==> config.mk <==
export PLATFORM = sky130hd
export DESIGN_NAME = binary_to_decimal_ascii
export DESIGN_NICKNAME = d
export VERILOG_FILES = /design/src/b2d_pkg.sv /design/src/b2d_ctrl.sv /design/src/b2d_datapath.sv /design/src/binary_to_decimal_ascii.sv
export SDC_FILE = /design/constraint.sdc
export NUM_CORES = 1
export LEC_CHECK = 0
export BUFFER_PORTS_ARGS = -buffer_cell sky130_fd_sc_hd__buf_2
export CORE_ASPECT_RATIO = 0.8
export CORE_UTILIZATION = 54
export DETAILED_ROUTE_END_ITERATION = 8
export PLACE_DENSITY = 0.76
export SLEW_MARGIN = 25
export SYNTH_ARGS = -nofsm -noshare
export SYNTH_HDL_FRONTEND = slang
export SYNTH_SLANG_ARGS = --single-unit
==> constraint.sdc <==
create_clock -name i_clk -period 2.46 [get_ports i_clk]
set_input_delay 0.369 -clock i_clk [delete_from_list [all_inputs] [get_ports i_clk]]
set_output_delay 0.369 -clock i_clk [all_outputs]
set_load 0.01 [all_outputs]
==> src/b2d_pkg.sv <==
// Shared types and constants for the binary to decimal ASCII converter.
`default_nettype none

package b2d_pkg;

    localparam int VALUE_WIDTH_DEF = 32;
    localparam int MAX_DIGITS_DEF  = 10;
    localparam int DIGIT_LIMIT     = 20;
    localparam int IN_WIDTH        = 32;
    localparam int CHAR_WIDTH      = 6;

    // Upper two bits of the 6-bit ASCII digit code ('0' = 6'b11_0000)
    localparam logic [1:0] ASCII_DIGIT_HI = 2'b11;

    typedef enum logic [1:0] {
        S_IDLE,
        S_CONV,
        S_SKIP,
        S_EMIT
    } t_state;

    typedef struct packed {
        logic load;
        logic conv_step;
        logic digit_shift;
    } t_cmd;

    typedef struct packed {
        logic conv_done;
        logic skip;
        logic last;
    } t_status;

endpackage

`default_nettype wire

==> src/b2d_ctrl.sv <==
// Controller state machine for the binary to decimal ASCII converter.
`default_nettype none

module b2d_ctrl (
    input  wire logic             i_clk,
    input  wire logic             i_rst_n,
    input  wire logic             i_in_valid,
    output logic                  o_in_stall,
    output logic                  o_out_valid,
    input  wire logic             i_out_stall,
    input  wire b2d_pkg::t_status i_status,
    output b2d_pkg::t_cmd         o_cmd
);
    import b2d_pkg::*;

    t_state r_state;
    t_state n_state;

    always_ff @(posedge i_clk) begin
        if (!i_rst_n) begin
            r_state <= S_IDLE;
        end else begin
            r_state <= n_state;
        end
    end

    always_comb begin
        n_state = r_state;
        case (r_state)
            S_IDLE: begin
                if (i_in_valid) n_state = S_CONV;
            end
            S_CONV: begin
                if (i_status.conv_done) n_state = S_SKIP;
            end
            S_SKIP: begin
                if (!i_status.skip) n_state = S_EMIT;
            end
            S_EMIT: begin
                if (!i_out_stall && i_status.last) n_state = S_IDLE;
            end
            default: n_state = S_IDLE;
        endcase
    end

    always_comb begin
        o_in_stall  = 1'b1;
        o_out_valid = 1'b0;
        o_cmd       = '0;
        case (r_state)
            S_IDLE: begin
                o_in_stall  = 1'b0;
                o_cmd.load  = i_in_valid;
            end
            S_CONV: begin
                o_cmd.conv_step = !i_status.conv_done;
            end
            S_SKIP: begin
                o_cmd.digit_shift = i_status.skip;
            end
            S_EMIT: begin
                o_out_valid       = 1'b1;
                o_cmd.digit_shift = !i_out_stall && !i_status.last;
            end
            default: begin
                o_in_stall = 1'b1;
            end
        endcase
    end

endmodule

`default_nettype wire

==> src/b2d_datapath.sv <==
// Shift-and-add-3 datapath and digit shift-out register for the converter.
`default_nettype none

module b2d_datapath #(
    parameter int VALUE_WIDTH = b2d_pkg::VALUE_WIDTH_DEF,
    parameter int MAX_DIGITS  = b2d_pkg::MAX_DIGITS_DEF
) (
    input  wire logic                               i_clk,
    input  wire b2d_pkg::t_cmd                      i_cmd,
    input  wire logic [b2d_pkg::IN_WIDTH-1:0]       i_value,
    output b2d_pkg::t_status                        o_status,
    output logic [b2d_pkg::CHAR_WIDTH-1:0]          o_digit_char
);
    import b2d_pkg::*;

    localparam int CONV_W = (VALUE_WIDTH < IN_WIDTH) ? VALUE_WIDTH : IN_WIDTH;
    localparam int NDIG   = ((CONV_W * 1233) >> 12) + 1;
    localparam int CAP_LO = (MAX_DIGITS < 1) ? 1 : MAX_DIGITS;
    localparam int CAP    = (CAP_LO > DIGIT_LIMIT) ? DIGIT_LIMIT : CAP_LO;
    localparam int BCD_W  = NDIG * 4;
    localparam int POS_W  = $clog2(NDIG);
    localparam int CNT_W  = $clog2(CONV_W + 1);

    logic [CONV_W-1:0] r_bin;
    logic [BCD_W-1:0]  r_bcd;
    logic [CNT_W-1:0]  r_bitcnt;
    logic [POS_W-1:0]  r_pos;
    logic              r_seen_digit;
    logic [BCD_W-1:0]  adj;
    logic [3:0]        top_digit;

    // Add three to every digit of five or more ahead of the shift
    always_comb begin
        for (int d = 0; d < NDIG; d++) begin
            if (r_bcd[d*4 +: 4] >= 4'd5) begin
                adj[d*4 +: 4] = r_bcd[d*4 +: 4] + 4'd3;
            end else begin
                adj[d*4 +: 4] = r_bcd[d*4 +: 4];
            end
        end
    end

    always_ff @(posedge i_clk) begin
        if (i_cmd.load) begin
            r_bin        <= i_value[CONV_W-1:0];
            r_bcd        <= '0;
            r_bitcnt     <= CNT_W'(CONV_W);
            r_pos        <= POS_W'(NDIG - 1);
            r_seen_digit <= 1'b0;
        end else if (i_cmd.conv_step) begin
            r_bcd    <= {adj[BCD_W-2:0], r_bin[CONV_W-1]};
            r_bin    <= {r_bin[CONV_W-2:0], 1'b0};
            r_bitcnt <= r_bitcnt - 1'b1;
        end else if (i_cmd.digit_shift) begin
            r_bcd        <= {r_bcd[BCD_W-5:0], 4'd0};
            r_pos        <= r_pos - 1'b1;
            // a nonzero digit above makes every zero below it significant
            r_seen_digit <= r_seen_digit | (top_digit != 4'd0);
        end
    end

    assign top_digit = r_bcd[BCD_W-1 -: 4];

    always_comb begin
        o_status.conv_done = (r_bitcnt == '0);
        // Drop digits above the buffer size and leading zeros
        o_status.skip      = (32'(r_pos) >= CAP) ||
                             ((top_digit == 4'd0) && (r_pos != '0) && !r_seen_digit);
        o_status.last      = (r_pos == '0);
    end

    assign o_digit_char = {ASCII_DIGIT_HI, top_digit};

endmodule

`default_nettype wire

==> src/binary_to_decimal_ascii.sv <==
// Sequence: one accept in idle, min(VALUE_WIDTH, IN_WIDTH) shift-and-add-3 steps,
// then each digit position in turn is skipped or emitted.
// Throughput: one value at a time, set by the serial double-dabble loop; the next
// value is taken once the last digit transaction completes.
// Reset: synchronous, active low; clears the controller to idle, no results pending.
`default_nettype none

module binary_to_decimal_ascii #(
    parameter int VALUE_WIDTH = b2d_pkg::VALUE_WIDTH_DEF,
    parameter int MAX_DIGITS  = b2d_pkg::MAX_DIGITS_DEF
) (
    input  wire logic                          i_clk,
    input  wire logic                          i_rst_n,
    // input channel: one transaction per number
    input  wire logic                          i_valid,
    output logic                               o_stall,
    input  wire logic [b2d_pkg::IN_WIDTH-1:0]  i_value,
    // output channel: one transaction per ASCII digit, most significant first
    output logic                               o_valid,
    input  wire logic                          i_stall,
    output logic [b2d_pkg::CHAR_WIDTH-1:0]     o_digit_char,
    output logic                               o_last_digit
);
    import b2d_pkg::*;

    t_cmd    cmd;
    t_status status;

    // Controller: idle -> convert (one bit per cycle) -> skip leading zeros and digits
    // above the cap -> emit digits, holding each digit while the output stalls.
    b2d_ctrl u_ctrl (
        .i_clk       (i_clk),
        .i_rst_n     (i_rst_n),
        .i_in_valid  (i_valid),
        .o_in_stall  (o_stall),
        .o_out_valid (o_valid),
        .i_out_stall (i_stall),
        .i_status    (status),
        .o_cmd       (cmd)
    );

    // Datapath: binary shift register, BCD accumulator and digit counters.
    // The top BCD digit is the character on the output; it only moves on a
    // shift command, so a stalled digit stays put.
    b2d_datapath #(
        .VALUE_WIDTH (VALUE_WIDTH),
        .MAX_DIGITS  (MAX_DIGITS)
    ) u_datapath (
        .i_clk        (i_clk),
        .i_cmd        (cmd),
        .i_value      (i_value),
        .o_status     (status),
        .o_digit_char (o_digit_char)
    );

    // The digit at position zero closes the number.
    assign o_last_digit = status.last;

    // No new number is taken while digits are pending.
    a_busy_when_emitting: assert property (
        @(posedge i_clk) disable iff (!i_rst_n) o_valid |-> o_stall
    ) else $error("input taken while a digit is pending");

    // Every emitted character is a decimal digit.
    a_digit_range: assert property (
        @(posedge i_clk) disable iff (!i_rst_n)
        o_valid |-> (o_digit_char >= 6'd48 && o_digit_char <= 6'd57)
    ) else $error("emitted character is not a decimal digit");

    // A freshly accepted number cannot show a digit before conversion.
    a_no_early_digit: assert property (
        @(posedge i_clk) disable iff (!i_rst_n)
        (i_valid && !o_stall) |=> !o_valid
    ) else $error("digit shown right after accept");

    // After the final digit transaction the block is ready again.
    a_ready_after_last: assert property (
        @(posedge i_clk) disable iff (!i_rst_n)
        (o_valid && !i_stall && o_last_digit) |=> (!o_stall && !o_valid)
    ) else $error("block not idle after last digit");

endmodule

`default_nettype wire
==> metrics.txt <==
final non-filler cell area 5460 um2; final global-route overflow total 0; cell row count 30; total number of vias 3,841; Synth async-reset ratio 0%; CP top delay family simple AND/OR/NAND/NOR gates; slowest stage delay, CP 620 ps; pin count of the biggest net entering global routing 54; Placement Setup Slack 256 ps; Port Buf Inserts 42; Synth Area in Compound Gates 17.2%; average cell area after synthesis 8.78 um2; number of DRC markers after the initial detailed-route iteration 324; leakage dissipation 2.24 nW; Pre-Repair DR Iteration Count 4; number of synthesized flops with an enable pin 32; yosys synthesis warning count 0; fill cell count 728; vertical die dimension 87.1 um; antenna violations before repair 0; total power 0.00748 W; wire length of the first global-routing pass 16.6 mm; setup repair bufs after CTS 0; final non-filler cell total 701; clock skew after layout 5.69 ps; Synth area leaders dfxtp_1 (22%), edfxtp_1 (20%), nand2_1 (12%); most frequent cells after synthesis nand2_1 (159), dfxtp_1 (53), edfxtp_1 (32); count leader, synth nand2_1; Final Max Tran Viols 0; Num CTS Buffers 9; setup repair after global routing missed its margin false; post-route setup slack 190 ps; routed vias/inst 5.48; relative area change from synthesis to final layout 11.5%; data arrival time of the worst path 2510 ps; Rel. slew slack 49.1%; half-perimeter wire length of the detailed placement result 6.47 mm; combined buffer and inverter count along the critical path 2; Most used DFF post-synth dfxtp_1; post-synthesis cell area 4890 um2; floorplan die width 108 um; adder-cell share of the synthesized area 7.42%; Max clock buf depth 2; clock period minus worst slack 2270 ps; type of the worst setup path flop to flop; cell count after placement 685; Slowest cell on crit path nor4b_1; nature of the critical path endpoint flop; power per unit of standard cell area 1370 nW/um2; share of the clock period used by the worst path after layout 92.3%; Crit path required time 2700 ps; largest fanout on the critical path 40; Boundary Pins 45; clock tree from TritonCTS built; WL final 9.76 mm; DRC violation count after routing 0; Num Clock Sinks 85; clock slew seen by the registers of the worst setup and hold paths 60 ps; placeable core region 8630 um2; placer congestion estimate 0.751; chain of cells forming the critical path inv_1 > ha_1 > nor4b_1 > nand3_1 > nand2_1 > buf_12 > nand2_1 > a311oi_2; Total Neg Setup Slack 0 ps; cts hold-fix bufs 0; area fraction in and, or, nand and nor cells after synthesis 22.1%; vias in the first global route 3,648; total of cells resized after clock tree synthesis 0; count of unique library cells instantiated by Yosys 42; Crit path top cell by count nand2_1; sequential standard cell area 2020 um2; count of endpoints failing hold in the final timing report 0; synthesized instance count 557; Yosys top cell area share 21.7%; post-synthesis mux area share 2.25%; drt wl/cell 13.9 um; starting density of the core 56.7%; total die area 9450 um2; # diodes 0; Highest Clock Rate 441 MHz; largest family of logic cells by synthesized area simple AND/OR/NAND/NOR gates; flip-flop and latch count after synthesis 85; root buffer cell clkbuf_16; Total Nets Final 649; slew at the pin closest to its max-slew limit 753 ps; part of the Yosys area used for sequential elements 41.3%; XOR/XNOR Fraction of Synth Area 2.86%; IR Drop Worst-Case VDD 0.653 mV; final setup violation count 0; max-cap violations 0; placed cell area 5170 um2; post-synthesis cell type with the largest combined area dfxtp_1; result of the run finished clean; number of H-tree levels 3; overall track demand over capacity in global routing 22.3%; area of the multi-input gates 2550 um2; nature of the critical path startpoint flop; Antenna Violating Nets Remaining 0; Clock Latency Late Sink 340 ps; class of the worst hold path input port to flop; fraction of final layout cells with drive strength greater than 1 17.5%
cell families after synthesis:
family                     after synthesis
AOI/OAI and AO/OA                      112
and+or+nand+nor                        237
xor gates and xnor gates                16
DFF                                     85
other                                    1
muxes                                   11
buffers and inverters                   66
adders and majority gates               29
where the power goes:
part | total (W) | internal [W] | switching (W)
clock | 0.00131 | 0.000775 | 0.000539
combinational | 0.00341 | 0.00143 | 0.00198
sequential | 0.00275 | 0.00225 | 0.000501
total | 0.00748 | 0.00446 | 0.00302
routing by layer:
| metal | track usage (%) | part of all wire [%] | up-vias |
|---|---|---|---|
| met3 | 5.53 | 4.1 | 12 |
| met1 | 29.5 | 49 | 1804 |
| met4 | 7.86 | 1.4 | 0 |
| met5 | 0 | 0 | - |
| met2 | 35.6 | 46 | 62 |
| li1 | - | - | 1963 |
cell usage in the layout (no fill, tap or decap), drive strengths merged, types with 2 or more instances in the layout:
cell type,n
dfxtp,53
nand3,7
nor2b,2
and2,2
nor4,2
nor3,2
a211oi,21
buf,52
nand2,176
o21ai,31
or3,3
clkinv,5
ha,29
a311oi,18
nor3b,18
inv,29
mux2i,11
clkbuf,10
a21oi,16
xnor2,15
a31oi,20
nand2b,11
edfxtp,32
nor2,10
conb,2
per-stage QoR:
step | hold WS [ps] | util, %
after detailed placement | 476 | 59.9
final | 290 | 63.2
after global routing | 283 | 63.2
after floorplan | 457 | -
after global placement | 472 | 59.9
after CTS | 278 | 63.2
layout make-up:
cell class	count	share of cell area [%]
repair buffers	52	6.37
multi-input cells	407	46.8
clock inverters	6	0.986
flip-flops and latches	85	37.1
well taps	112	2.57
clock buffers	10	4.20
inverters	29	1.99
tightest hold or removal path: stages:
cell and delay, ps:
buf_2 70, nand2_1 40, nand2_1 40
state kept, by name, summed over array words and instances, names as in the netlist:
name                     flops
u_datapath.r_bcd            40
u_datapath.r_bin            32
u_datapath.r_bitcnt          6
u_datapath.r_pos             4
u_ctrl.r_state               2
u_datapath.r_seen_digit      1
worst paths after layout:
kind / start / endpoint / slack [ps] / cells past startpoint
setup reg to reg: u_datapath.r_bcd[36] / u_datapath.r_bcd[24] / 190 / 8
hold / removal: i_value[18] / u_datapath.r_bin[18] / 290 / 3
setup / recovery: u_datapath.r_bcd[36] / u_datapath.r_bcd[24] / 190 / 8
hold reg to reg: u_datapath.r_bitcnt[5] / u_datapath.r_bitcnt[5] / 490 / 2
Power figures use the tool's default switching activity.
